## src/hdl/i2a_pkg.sv

```systemverilog
// Package for the integer-to-ASCII formatter: sizes, command codes,
// character constants, controller states and the control/status structs.
// No dependencies; compile first.
package i2a_pkg;

  localparam int DIGIT_BUFFER_DEPTH = 16;
  localparam int WIDTH_LIMIT        = 63;

  localparam int IDX_W   = $clog2(DIGIT_BUFFER_DEPTH);
  localparam int EXT_W   = 4 * DIGIT_BUFFER_DEPTH;
  localparam int LEN_W   = 7;
  localparam int ITER_W  = 5;

  localparam logic [2:0] CMD_SDEC = 3'd0;
  localparam logic [2:0] CMD_UDEC = 3'd1;
  localparam logic [2:0] CMD_HEXL = 3'd2;
  localparam logic [2:0] CMD_HEXU = 3'd3;
  localparam logic [2:0] CMD_OCT  = 3'd4;

  localparam logic [7:0] CH_ZERO  = 8'h30;
  localparam logic [7:0] CH_SPACE = 8'h20;
  localparam logic [7:0] CH_MINUS = 8'h2D;
  localparam logic [7:0] CH_LOW_A = 8'h61;
  localparam logic [7:0] CH_UP_A  = 8'h41;

  typedef enum logic [2:0] {
    ST_IDLE,
    ST_CONVERT,
    ST_COUNT,
    ST_SIGN_A,
    ST_PAD,
    ST_SIGN_B,
    ST_DIGITS
  } state_t;

  typedef struct packed {
    logic load;
    logic dabble;
    logic count;
    logic emit_sign;
    logic emit_pad;
    logic emit_digit;
  } ctrl_cmd_t;

  typedef struct packed {
    logic is_dec;
    logic iter_last;
    logic neg;
    logic zf;
    logic pad_zero;
    logic pad_last;
    logic digit_last;
    logic out_free;
  } dp_status_t;

endpackage

```

## src/hdl/i2a_in_if.sv

```systemverilog
// Input channel of the formatter: one conversion request per beat.
// Depends on nothing.
interface i2a_in_if;
  logic        valid;
  logic        ready;
  logic [31:0] value;
  logic [2:0]  cmd;
  logic        zero_fill;
  logic [5:0]  pad_width;

  modport source (output valid, value, cmd, zero_fill, pad_width, input ready);
  modport sink   (input valid, value, cmd, zero_fill, pad_width, output ready);
endinterface

```

## src/hdl/i2a_out_if.sv

```systemverilog
// Output channel of the formatter: one ASCII character per beat.
// Depends on nothing.
interface i2a_out_if;
  logic       valid;
  logic       ready;
  logic [7:0] ch;
  logic       last;

  modport source (output valid, ch, last, input ready);
  modport sink   (input valid, ch, last, output ready);
endinterface

```

## src/hdl/integer_to_ascii_formatter_top.sv

```systemverilog
// Top level of the integer-to-ASCII formatter.
// Depends on i2a_pkg, i2a_in_if, i2a_out_if, i2a_ctrl and i2a_datapath.
//
// Usage:
//   item : one beat per conversion (value, cmd, zero_fill, pad_width).
//          cmd 0 signed decimal, 1 unsigned decimal, 2 hex lower,
//          3 hex upper, 4 octal; 5..7 act as unsigned decimal.
//   text : one ASCII character per beat, most significant digit first,
//          last high on the final character of the conversion.
//   Padding goes on the left up to pad_width (clamped to WIDTH_LIMIT);
//   with zero fill a minus sign stays leftmost, ahead of the zeros.
// Timing:
//   item.ready is high only while the controller is idle. A decimal item
//   runs the shift-add-3 loop over every bit of the value; hex and octal
//   items skip the loop. A count step then sizes the padding. Characters
//   leave one per cycle through the output register while text.ready is
//   high; when no padding is due, the pad state passes without sending one.
// Reset (rst, synchronous) returns the controller to idle and drops any
// pending character beat. When text.ready is low the current character
// holds in the output register and the character sequencer waits.
module integer_to_ascii_formatter_top (
  input logic       clk,
  input logic       rst,
  i2a_in_if.sink    item,
  i2a_out_if.source text
);
  import i2a_pkg::*;

  ctrl_cmd_t  ctl;
  dp_status_t status;
  logic       item_ready;

  assign item.ready = item_ready;

  // Sequencer
  i2a_ctrl u_ctrl (
    .clk        (clk),
    .rst        (rst),
    .item_valid (item.valid),
    .item_ready (item_ready),
    .status     (status),
    .ctl        (ctl)
  );

  // Conversion datapath and output register
  i2a_datapath u_datapath (
    .clk       (clk),
    .rst       (rst),
    .value     (item.value),
    .cmd       (item.cmd),
    .zero_fill (item.zero_fill),
    .pad_width (item.pad_width),
    .ctl       (ctl),
    .status    (status),
    .text      (text)
  );

  // Accepting a request leaves idle, so the next request must wait.
  a_busy_after_accept: assert property (@(posedge clk) disable iff (rst)
    (item.valid && item.ready) |=> !item.ready)
    else $error("request taken while a conversion was under way");

  // A character is only written into a free output register.
  a_emit_into_free: assert property (@(posedge clk) disable iff (rst)
    (ctl.emit_sign || ctl.emit_pad || ctl.emit_digit) |-> status.out_free)
    else $error("character written over a pending beat");

  // At most one character source per cycle.
  a_single_emit: assert property (@(posedge clk) disable iff (rst)
    $onehot0({ctl.emit_sign, ctl.emit_pad, ctl.emit_digit}))
    else $error("several character sources in one cycle");

  // A new request is never loaded while characters are being produced.
  a_no_load_mid_text: assert property (@(posedge clk) disable iff (rst)
    ctl.load |-> !(ctl.emit_sign || ctl.emit_pad || ctl.emit_digit || ctl.dabble))
    else $error("load overlapped with conversion work");

endmodule

```

## src/hdl/i2a_datapath.sv

```systemverilog
// Datapath: operand registers, digit buffer with shift-add-3 conversion,
// pad and digit counters, and the output character register.
// Depends on i2a_pkg and i2a_out_if.
module i2a_datapath (
  input  logic                clk,
  input  logic                rst,
  input  logic [31:0]         value,
  input  logic [2:0]          cmd,
  input  logic                zero_fill,
  input  logic [5:0]          pad_width,
  input  i2a_pkg::ctrl_cmd_t  ctl,
  output i2a_pkg::dp_status_t status,
  i2a_out_if.source           text
);
  import i2a_pkg::*;

  logic [31:0]      mag;
  logic             is_dec;
  logic             upper;
  logic             neg;
  logic             zf;
  logic [5:0]       width;
  logic [3:0]       digits [DIGIT_BUFFER_DEPTH];
  logic [ITER_W-1:0] iter;
  logic [5:0]       pad;
  logic [IDX_W-1:0] dig_idx;
  logic             out_valid;
  logic [7:0]       out_ch;
  logic             out_last;

  logic             neg_in;
  logic             dec_in;
  logic [31:0]      mag_in;
  logic [EXT_W-1:0] mag_ext;
  logic [3:0]       load_dig [DIGIT_BUFFER_DEPTH];
  logic [3:0]       adj      [DIGIT_BUFFER_DEPTH];
  logic [3:0]       dab_next [DIGIT_BUFFER_DEPTH];
  logic [IDX_W:0]   nd;
  logic [LEN_W-1:0] textlen;
  logic [5:0]       pad_next;
  logic [3:0]       cur_dig;
  logic [7:0]       dig_char;
  logic             out_free;

  // Operand decode at load
  always_comb begin
    neg_in  = (cmd == CMD_SDEC) && value[31];
    mag_in  = neg_in ? (~value + 32'd1) : value;
    dec_in  = !((cmd == CMD_HEXL) || (cmd == CMD_HEXU) || (cmd == CMD_OCT));
    mag_ext = {{(EXT_W-32){1'b0}}, mag_in};
    for (int i = 0; i < DIGIT_BUFFER_DEPTH; i++) begin
      if (cmd == CMD_OCT) begin
        load_dig[i] = {1'b0, mag_ext[3*i +: 3]};
      end else if (!dec_in) begin
        load_dig[i] = mag_ext[4*i +: 4];
      end else begin
        load_dig[i] = 4'd0;
      end
    end
  end

  // One shift-add-3 step over all digit positions
  always_comb begin
    for (int i = 0; i < DIGIT_BUFFER_DEPTH; i++) begin
      adj[i] = (digits[i] >= 4'd5) ? (digits[i] + 4'd3) : digits[i];
    end
    dab_next[0] = {adj[0][2:0], mag[31]};
    for (int i = 1; i < DIGIT_BUFFER_DEPTH; i++) begin
      dab_next[i] = {adj[i][2:0], adj[i-1][3]};
    end
  end

  // Significant digit count (at least one) and padding
  always_comb begin
    nd = (IDX_W+1)'(1);
    for (int i = 1; i < DIGIT_BUFFER_DEPTH; i++) begin
      if (digits[i] != 4'd0) nd = (IDX_W+1)'(i + 1);
    end
    textlen  = LEN_W'(nd) + LEN_W'(neg);
    pad_next = (LEN_W'(width) > textlen) ? 6'(LEN_W'(width) - textlen) : 6'd0;
  end

  always_comb begin
    cur_dig  = digits[dig_idx];
    dig_char = (cur_dig < 4'd10) ? (CH_ZERO + 8'(cur_dig))
                                 : ((upper ? CH_UP_A : CH_LOW_A) + 8'(cur_dig - 4'd10));
  end

  assign out_free = !out_valid || text.ready;

  always_ff @(posedge clk) begin
    if (ctl.load) begin
      mag    <= mag_in;
      is_dec <= dec_in;
      upper  <= (cmd == CMD_HEXU);
      neg    <= neg_in;
      zf     <= zero_fill;
      width  <= (pad_width > 6'(WIDTH_LIMIT)) ? 6'(WIDTH_LIMIT) : pad_width;
      digits <= load_dig;
      iter   <= '0;
    end else if (ctl.dabble) begin
      digits <= dab_next;
      mag    <= {mag[30:0], 1'b0};
      iter   <= iter + 1'b1;
    end
    if (ctl.count) begin
      pad     <= pad_next;
      dig_idx <= IDX_W'(nd - 1'b1);
    end else if (ctl.emit_pad) begin
      pad <= pad - 6'd1;
    end else if (ctl.emit_digit) begin
      dig_idx <= dig_idx - 1'b1;
    end
  end

  // Output character register
  always_ff @(posedge clk) begin
    if (rst) begin
      out_valid <= 1'b0;
    end else if (ctl.emit_sign || ctl.emit_pad || ctl.emit_digit) begin
      out_valid <= 1'b1;
    end else if (text.ready) begin
      out_valid <= 1'b0;
    end
  end

  always_ff @(posedge clk) begin
    if (ctl.emit_sign) begin
      out_ch   <= CH_MINUS;
      out_last <= 1'b0;
    end else if (ctl.emit_pad) begin
      out_ch   <= zf ? CH_ZERO : CH_SPACE;
      out_last <= 1'b0;
    end else if (ctl.emit_digit) begin
      out_ch   <= dig_char;
      out_last <= (dig_idx == '0);
    end
  end

  assign text.valid = out_valid;
  assign text.ch    = out_ch;
  assign text.last  = out_last;

  always_comb begin
    status.is_dec     = is_dec;
    status.iter_last  = (iter == {ITER_W{1'b1}});
    status.neg        = neg;
    status.zf         = zf;
    status.pad_zero   = (pad == 6'd0);
    status.pad_last   = (pad == 6'd1);
    status.digit_last = (dig_idx == '0);
    status.out_free   = out_free;
  end

endmodule

```

## src/hdl/i2a_ctrl.sv

```systemverilog
// Controller: sequences load, conversion, count and the character phases.
// Depends on i2a_pkg.
module i2a_ctrl (
  input  logic                clk,
  input  logic                rst,
  input  logic                item_valid,
  output logic                item_ready,
  input  i2a_pkg::dp_status_t status,
  output i2a_pkg::ctrl_cmd_t  ctl
);
  import i2a_pkg::*;

  state_t state;
  state_t state_next;

  always_ff @(posedge clk) begin
    if (rst) begin
      state <= ST_IDLE;
    end else begin
      state <= state_next;
    end
  end

  always_comb begin
    state_next = state;
    case (state)
      ST_IDLE: begin
        if (item_valid) state_next = ST_CONVERT;
      end
      ST_CONVERT: begin
        if (!status.is_dec || status.iter_last) state_next = ST_COUNT;
      end
      ST_COUNT: begin
        state_next = (status.neg && status.zf) ? ST_SIGN_A : ST_PAD;
      end
      ST_SIGN_A: begin
        if (status.out_free) state_next = ST_PAD;
      end
      ST_PAD: begin
        if (status.pad_zero || (status.out_free && status.pad_last)) begin
          state_next = (status.neg && !status.zf) ? ST_SIGN_B : ST_DIGITS;
        end
      end
      ST_SIGN_B: begin
        if (status.out_free) state_next = ST_DIGITS;
      end
      ST_DIGITS: begin
        if (status.out_free && status.digit_last) state_next = ST_IDLE;
      end
      default: state_next = ST_IDLE;
    endcase
  end

  always_comb begin
    ctl        = '0;
    item_ready = 1'b0;
    case (state)
      ST_IDLE: begin
        item_ready = 1'b1;
        ctl.load   = item_valid;
      end
      ST_CONVERT: ctl.dabble     = status.is_dec;
      ST_COUNT:   ctl.count      = 1'b1;
      ST_SIGN_A:  ctl.emit_sign  = status.out_free;
      ST_PAD:     ctl.emit_pad   = status.out_free && !status.pad_zero;
      ST_SIGN_B:  ctl.emit_sign  = status.out_free;
      ST_DIGITS:  ctl.emit_digit = status.out_free;
      default: begin
        ctl        = '0;
        item_ready = 1'b0;
      end
    endcase
  end

endmodule
```

## src/flat_wrapper.sv

```systemverilog
// flat-port wrapper written by rule: the top's interface ports become plain ports
module integer_to_ascii_formatter_top_flat import i2a_pkg::*;
  (clk, rst, item_valid, item_value, item_cmd, item_zero_fill, item_pad_width, item_ready, text_valid, text_ch, text_last, text_ready);
  i2a_in_if item_i ();
  i2a_out_if text_i ();
  input logic clk;
  input logic rst;
  input wire logic [$bits(item_i.valid)-1:0] item_valid;
  input wire logic [$bits(item_i.value)-1:0] item_value;
  input wire logic [$bits(item_i.cmd)-1:0] item_cmd;
  input wire logic [$bits(item_i.zero_fill)-1:0] item_zero_fill;
  input wire logic [$bits(item_i.pad_width)-1:0] item_pad_width;
  output wire logic [$bits(item_i.ready)-1:0] item_ready;
  output wire logic [$bits(text_i.valid)-1:0] text_valid;
  output wire logic [$bits(text_i.ch)-1:0] text_ch;
  output wire logic [$bits(text_i.last)-1:0] text_last;
  input wire logic [$bits(text_i.ready)-1:0] text_ready;
  assign item_i.valid = item_valid;
  assign item_i.value = item_value;
  assign item_i.cmd = item_cmd;
  assign item_i.zero_fill = item_zero_fill;
  assign item_i.pad_width = item_pad_width;
  assign item_ready = item_i.ready;
  assign text_valid = text_i.valid;
  assign text_ch = text_i.ch;
  assign text_last = text_i.last;
  assign text_i.ready = text_ready;
  integer_to_ascii_formatter_top u_core (.clk(clk), .rst(rst), .item(item_i), .text(text_i));
endmodule
```

## config.mk

```make
export PLATFORM = sky130hd
export DESIGN_NAME = integer_to_ascii_formatter_top_flat
export DESIGN_NICKNAME = d
export VERILOG_FILES = /design/src/hdl/i2a_pkg.sv /design/src/hdl/i2a_in_if.sv /design/src/hdl/i2a_out_if.sv /design/src/hdl/integer_to_ascii_formatter_top.sv /design/src/hdl/i2a_datapath.sv /design/src/hdl/i2a_ctrl.sv /design/src/flat_wrapper.sv
export SDC_FILE = /design/constraint.sdc
export NUM_CORES = 1
export LEC_CHECK = 0
export ABC_CLOCK_PERIOD_IN_PS = 5200
export BUFFER_PORTS_ARGS = -buffer_cell sky130_fd_sc_hd__buf_2
export CORE_MARGIN = 1
export CORE_UTILIZATION = 30
export CTS_BUF_LIST = sky130_fd_sc_hd__clkbuf_8
export DETAILED_ROUTE_END_ITERATION = 7
export GPL_TIMING_DRIVEN = 1
export SETUP_SLACK_MARGIN = 0.2
export SYNTH_ARGS = -nofsm -noshare
export SYNTH_HDL_FRONTEND = slang
export SYNTH_SLANG_ARGS = --single-unit
```

## constraint.sdc

```tcl
create_clock -name clk -period 5.2 [get_ports clk]
set_clock_uncertainty 0.2 [all_clocks]
set_input_delay 1.04 -clock clk [delete_from_list [all_inputs] [get_ports clk]]
set_output_delay 1.04 -clock clk [all_outputs]
set_load 0.02 [all_outputs]
```

### Yosys cells after proc, flatten, opt, wreduce, memory -nomap -nowiden

Cells that the tools add are included.

| storage, ports and cells | value |
|---|---|
| flip-flop bits (word level) | 134 |
| bits in latches | 0 |
| memory bits (writable) | 0 |
| bits in read-only memories | 0 |
| input bits | 46 |
| output and inout bits | 11 |
| logic and storage cells | 228 |
| memories kept | 0 |

| operators by class | value |
|---|---|
| add/subtract/negate cells | 26 |
| multiply operators | 0 |
| div/mod/pow operators | 0 |
| magnitude comparators | 20 |
| equality and inequality tests | 18 |
| shift operators | 0 |
| muxes and demuxes | 87 |
| bitwise gates (word level) | 2 |
| reduce and logical (&&, ||, !) cells | 46 |

Operators by type and width:

| kind | count |
|---|---|
| $mux W4 | 36 |
| $mux W64 | 2 |
| $mux W32 | 3 |
| $mux W5 | 15 |
| $ge A4 B3 Y1 const B | 16 |
| $add A4 B2 Y4 const B | 15 |
| $reduce_bool A4 Y1 | 15 |
| $add A32 B1 Y32 const B | 1 |
| $not A32 Y32 | 1 |
| $mux W3 | 10 |
| $mux W6 | 4 |
| $mux W8 | 3 |
| $pmux W3 S7 | 1 |
| $bmux W4 S4 | 1 |
| $eq A3 B2 Y1 const B | 4 |
| $eq A3 B3 Y1 const B | 4 |
| $ne A2 B2 Y1 const B | 6 |
| $reduce_bool A2 Y1 | 5 |
| $mux W1 | 9 |
| $add A7 B8 Y8 | 1 |
| $sub A4 B1 Y4 const B | 2 |
| $add A6 B4 Y7 const A | 1 |
| $logic_or A1 B1 Y1 | 7 |
| $add A5 B1 Y6 | 1 |
| other kinds (23) | 36 |

### Depth between registers and ports, before layout

| depth | value |
|---|---|
| depth after elaboration | 20 |
| mapped depth | 19 |
| depth with buffers taken out | 19 |

### By module

Synthesis repeated with hierarchy kept, for this count alone.

| second synthesis, totals | value |
|---|---|
| cell total of the unflattened synthesis | 980 |
| area, all modules | 9192.6 um^2 |

Modules (own cells, without submodules):

| module | instances | cells each | area an instance (um^2) | seq. area each (um^2) |
|---|---|---|---|---|
| i2a_datapath | 1 | 931 | 8849.7 | 3583.4 |
| i2a_ctrl | 1 | 49 | 342.8 | 60.1 |

### Worst setup path after synthesis

No wires, ideal clock.

| path | value |
|---|---|
| path kind | register -> register |
| start | register u_core.u_datapath.digits[44] (netlist bit) |
| end | register u_core.u_datapath.pad[4], data pin |
| library setup time | 0.176 ns |
| data arrival time | 4.052 ns |
| required time | 4.824 ns |
| path slack | 0.772 ns |
| cell stages (with the launch flop) | 19 |
| buffers on the path | 0 |
| clock period less this slack | 4.428 ns |
| cells stage by stage | edfxtp_1 -> inv_1 -> ha_1 -> or3b_2 -> nor2b_1 -> o311ai_0 -> nand3_1 -> a31o_2 -> and2_1 -> ha_1 -> ha_1 -> fa_1 -> nor2b_1 -> o21ai_0 -> a21boi_0 -> o21ai_0 -> a21oi_1 -> o21ai_0 -> o32ai_1 |

| between the ends | value |
|---|---|
| word-level cells in the longest chain between the ends | 17 |
| elaborated cells on any way between the ends | 18 |
| those cells by class | add/sub (2); order compare (1); mux (14); reduce/logical (1) |

Ends and longest elaborated chain:

| item | line | text |
|---|---|---|
| from (decl) | i2a_datapath.sv:23 | `logic [3:0] digits [DIGIT_BUFFER_DEPTH];` |
| from (signal assigned) | i2a_datapath.sv:99 | `digits <= load_dig;` |
| from (signal assigned) | i2a_datapath.sv:102 | `digits <= dab_next;` |
| $reduce_bool A4 Y1 * | i2a_datapath.sv:77 | `if (digits[i] != 4'd0) nd = (IDX_W+1)'(i + 1);` |
| $mux W5 * (12 in a row) | i2a_datapath.sv:77 |  |
| $add A5 B1 Y6 * | i2a_datapath.sv:79 | `textlen = LEN_W'(nd) + LEN_W'(neg);` |
| $sub A6 B6 Y6 or $gt A6 B6 Y1 (tied branches) | i2a_datapath.sv:80 | `pad_next = (LEN_W'(width) > textlen) ? 6'(LEN_W'(width) - textlen) : 6'd0;` |
| $mux W6 * | i2a_datapath.sv:80 |  |
| $mux W6 * | i2a_datapath.sv:106 | `if (ctl.count) begin` |
| to (signal assigned) | i2a_datapath.sv:107 | `pad <= pad_next;` |
| to (signal assigned) | i2a_datapath.sv:110 | `pad <= pad - 6'd1;` |
| to (decl) | i2a_datapath.sv:25 | `logic [5:0] pad;` |

Every way passes the cells marked *; elsewhere a longest branch is shown, timed or not.
A chain may end at the register's enable or synchronous reset.

### Worst setup path in the final report

Same ends and word-level chain as after synthesis.

==> results.toml <==
[finish]
stdcell_area_um2 = 10000
synthToLayoutAreaGrowth_pct = 12.5
final_cell_mix = "106 x o21ai_0, 98 x nand2_1, 96 x edfxtp_1"
multi_input_area_um2 = 4890
drive_above_1_share = 0.137
nets = 1099
diodes = 0
final_common_cell = "o21ai_0"
stdcell_count = 1395
regArea_um2 = 3640
fillCellCount = 2992

[global_routing]
grt_usage = 0.147
grt_pass1_vias = 6727
grt_pass1_wl_um = 35300
grt_max_degree = 77
overflow = 0
antenna_found_initial = 0

[die]
fp.coreArea_um2 = 28900
die_h_um = 174
die_w_um = 174
die-area_um2 = 30300
pin_count = 57
rows = 62
initial_core_util = 0.307

[placement]
port_buffers = 56
placed_area_um2 = 9560
place_ws_ns = 0.324
hpwl_um = 16000
dp.cells = 1361
place_congestion = 0.806

[cts]
clock-root-buffer = "clkbuf_8"
insertion_delay_ns = 0.46
cts.htree.levels = 4
cts.sinks = 134
cts_tree = "built"
numCtsBuffers = 17
clock_path_buffers = 2
clk_pin_slew_ns = 0.09
cts.hold.buffers_added = 0

[power_and_ir_drop]
peakVddDrop_mv = 0.335
leakagePower_uw = 0.00368
p_total_uw = 5820
power.density_nw_per_um2 = 581

[sta]
finalMaxSlewViolations = 0
min_period_over_period = 0.898
tightest_slew_ns = 1.06
finalSetupTns_ns = 0
fmax_mhz = 214
setup_viol = 0
rsz0062_at_grt = "false"
fin_ws_ns = 0.528
relSlewSlack = 0.295
finalHoldViolations = 0
layout_min_cycle_time_ns = 4.67

[synth]
seq_area_frac_synth = 0.410
synth.avg_cell_area_um2 = 9.31
netlist_area_um2 = 8890
synth_warnings = 0
ys_types = 66
synth_nets = 1056
synth-edff-count = 96
synth_cells = 955
async_reset_ff_frac = 0
ys_seq_elements = 134
synth_ff_type = "edfxtp_1"

[setup_path]
crit_type = "reg2reg"
cp_max_fo = 5
end_kind = "register"
crit_arrival_ns = 4.75
crit_path_frequent_cell = "ha_1"
cp_slowest_cell = "or3b_2"
crit_required_ns = 5.27
path_cells = "inv_1 -> ha_1 -> or3b_2 -> nor2b_1 -> o311ai_1 -> nand3_1 -> a31o_2 -> and2_1 -> ha_1 -> ha_1 -> fa_1 -> nor2b_1 -> o21ai_0 -> a21boi_1 -> o21ai_0 -> a21oi_1 -> o21ai_2 -> o32ai_1"
crit_path_max_incr_delay_ns = 0.48
cp-start-kind = "register"

[drt]
routedWlPerCell_um = 15.6
viasPerCell = 5.09
dr.pass1.iters = 5
vias = 7097
antenna_left = 0
drt-total-wl_um = 21800
drt_iter0_markers = 468
drc = 0

[outcome]
status = "finished, final reports clean"

[worst_hold_path]
hp-class = "reg2reg"

[flow_run]
maxCapViolCount = 0
==> cells in the mapped netlist (6+ instances only) <==
library cell  count  share of area
inv_1            59          0.025
o31ai_1           7         0.0059
buf_1             7         0.0030
o22ai_1          15          0.011
xnor2_1          28          0.028
dfxtp_1          38          0.086
and2_1            6         0.0042
o21ai_1           8         0.0045
nand2_1         100          0.042
xor2_1           33          0.033
nor3_1            9         0.0051
nor3b_1          31          0.026
edfxtp_1         96           0.32
o221ai_1          6         0.0059
nor4_1            6         0.0042
mux4_2           17          0.043
a21oi_1          84          0.047
nand2b_1         24          0.017
nand3_1          31          0.017
nor2_1           61          0.026
o21ai_0         107          0.060
a22oi_1          15          0.013
clkbuf_1         31          0.013
ha_1             54          0.076
nor2b_1           9         0.0063
==> layer usage <==
layer / share of wire / global-route usage / wire [um]
met1: 0.48 / 0.195 / 10500
met2: 0.48 / 0.246 / 10400
met3: 0.034 / 0.0245 / 733
met4: 0.011 / 0.0380 / 235
met5: 0 / 0 / 0
==> final cells by class <==
cell class | instances | share of cell area
Inverter | 59 | 0.0221
Sequential cell | 134 | 0.364
Multi-Input combinational cell | 721 | 0.488
Timing Repair Buffer | 65 | 0.0348
Clock buffer | 17 | 0.0234
Clock inverter | 15 | 0.0193
Tap cell | 384 | 0.0480
==> cells by family after synthesis <==
kind of cell	after synthesis	synth area share
and+or+nand+nor	308	0.177
adders and majority gates	55	0.0782
buffers and inverters	100	0.0433
xor gates and xnor gates	62	0.0619
other	1	0.000422
muxes	19	0.0453
DFF	134	0.410
AOI/OAI and AO/OA	276	0.184
==> where the power goes <==
part           switching [uW]  total [uW]  internal [uW]
clock                     467         953            486
sequential                401        2180           1770
combinational            1590        2690           1100
total                    2460        5820           3360
==> final timing paths <==
kind,endpoint,from,depth (start not counted),slack [ns]
worst max-delay path,u_core.u_datapath.pad[4],u_core.u_datapath.digits[44],18,0.53
worst min-delay path,u_core.u_datapath.text.last,u_core.u_datapath.text.last,2,0.26
worst max register to register,u_core.u_datapath.pad[4],u_core.u_datapath.digits[44],18,0.53
worst min register to register,u_core.u_datapath.text.last,u_core.u_datapath.text.last,2,0.26
==> state kept, by name, summed over array words and instances, names as in the netlist <==
register                      cells
u_core.u_ctrl.state               3
u_core.u_datapath.dig_idx         4
u_core.u_datapath.digits         64
u_core.u_datapath.is_dec          1
u_core.u_datapath.iter            5
u_core.u_datapath.mag            32
u_core.u_datapath.neg             1
u_core.u_datapath.pad             6
u_core.u_datapath.text.ch         8
u_core.u_datapath.text.last       1
u_core.u_datapath.text.valid      1
u_core.u_datapath.upper           1
u_core.u_datapath.width           6
u_core.u_datapath.zf              1
==> worst max-delay path, delay by kind of cell, from the launching register on <==
family                   cells  cell delay, ns
adder cells (fa/ha/maj)      4            1.16
flip-flops                   1            0.45
AND/OR/NAND/NOR              5            1.04
AO/OA/AOI/OAI                8            1.58
buffers and inverters        1            0.09
==> repair_timing <==
action | CTS | global route
setup buffers | 0 | 2
gates resized for setup | 0 | 4
setup endpoints to repair | 0 | 5
==> metrics by stage <==
step / utilization / hold WS, ns
6_report: 0.346 / 0.260
5_1_grt: 0.346 / 0.284
4_1_cts: 0.345 / 0.268
3_5_place_dp: 0.330 / 0.254
3_3_place_gp: 0.330 / 0.247
2_1_floorplan: - / 0.238
Power figures use the tool's default switching activity.
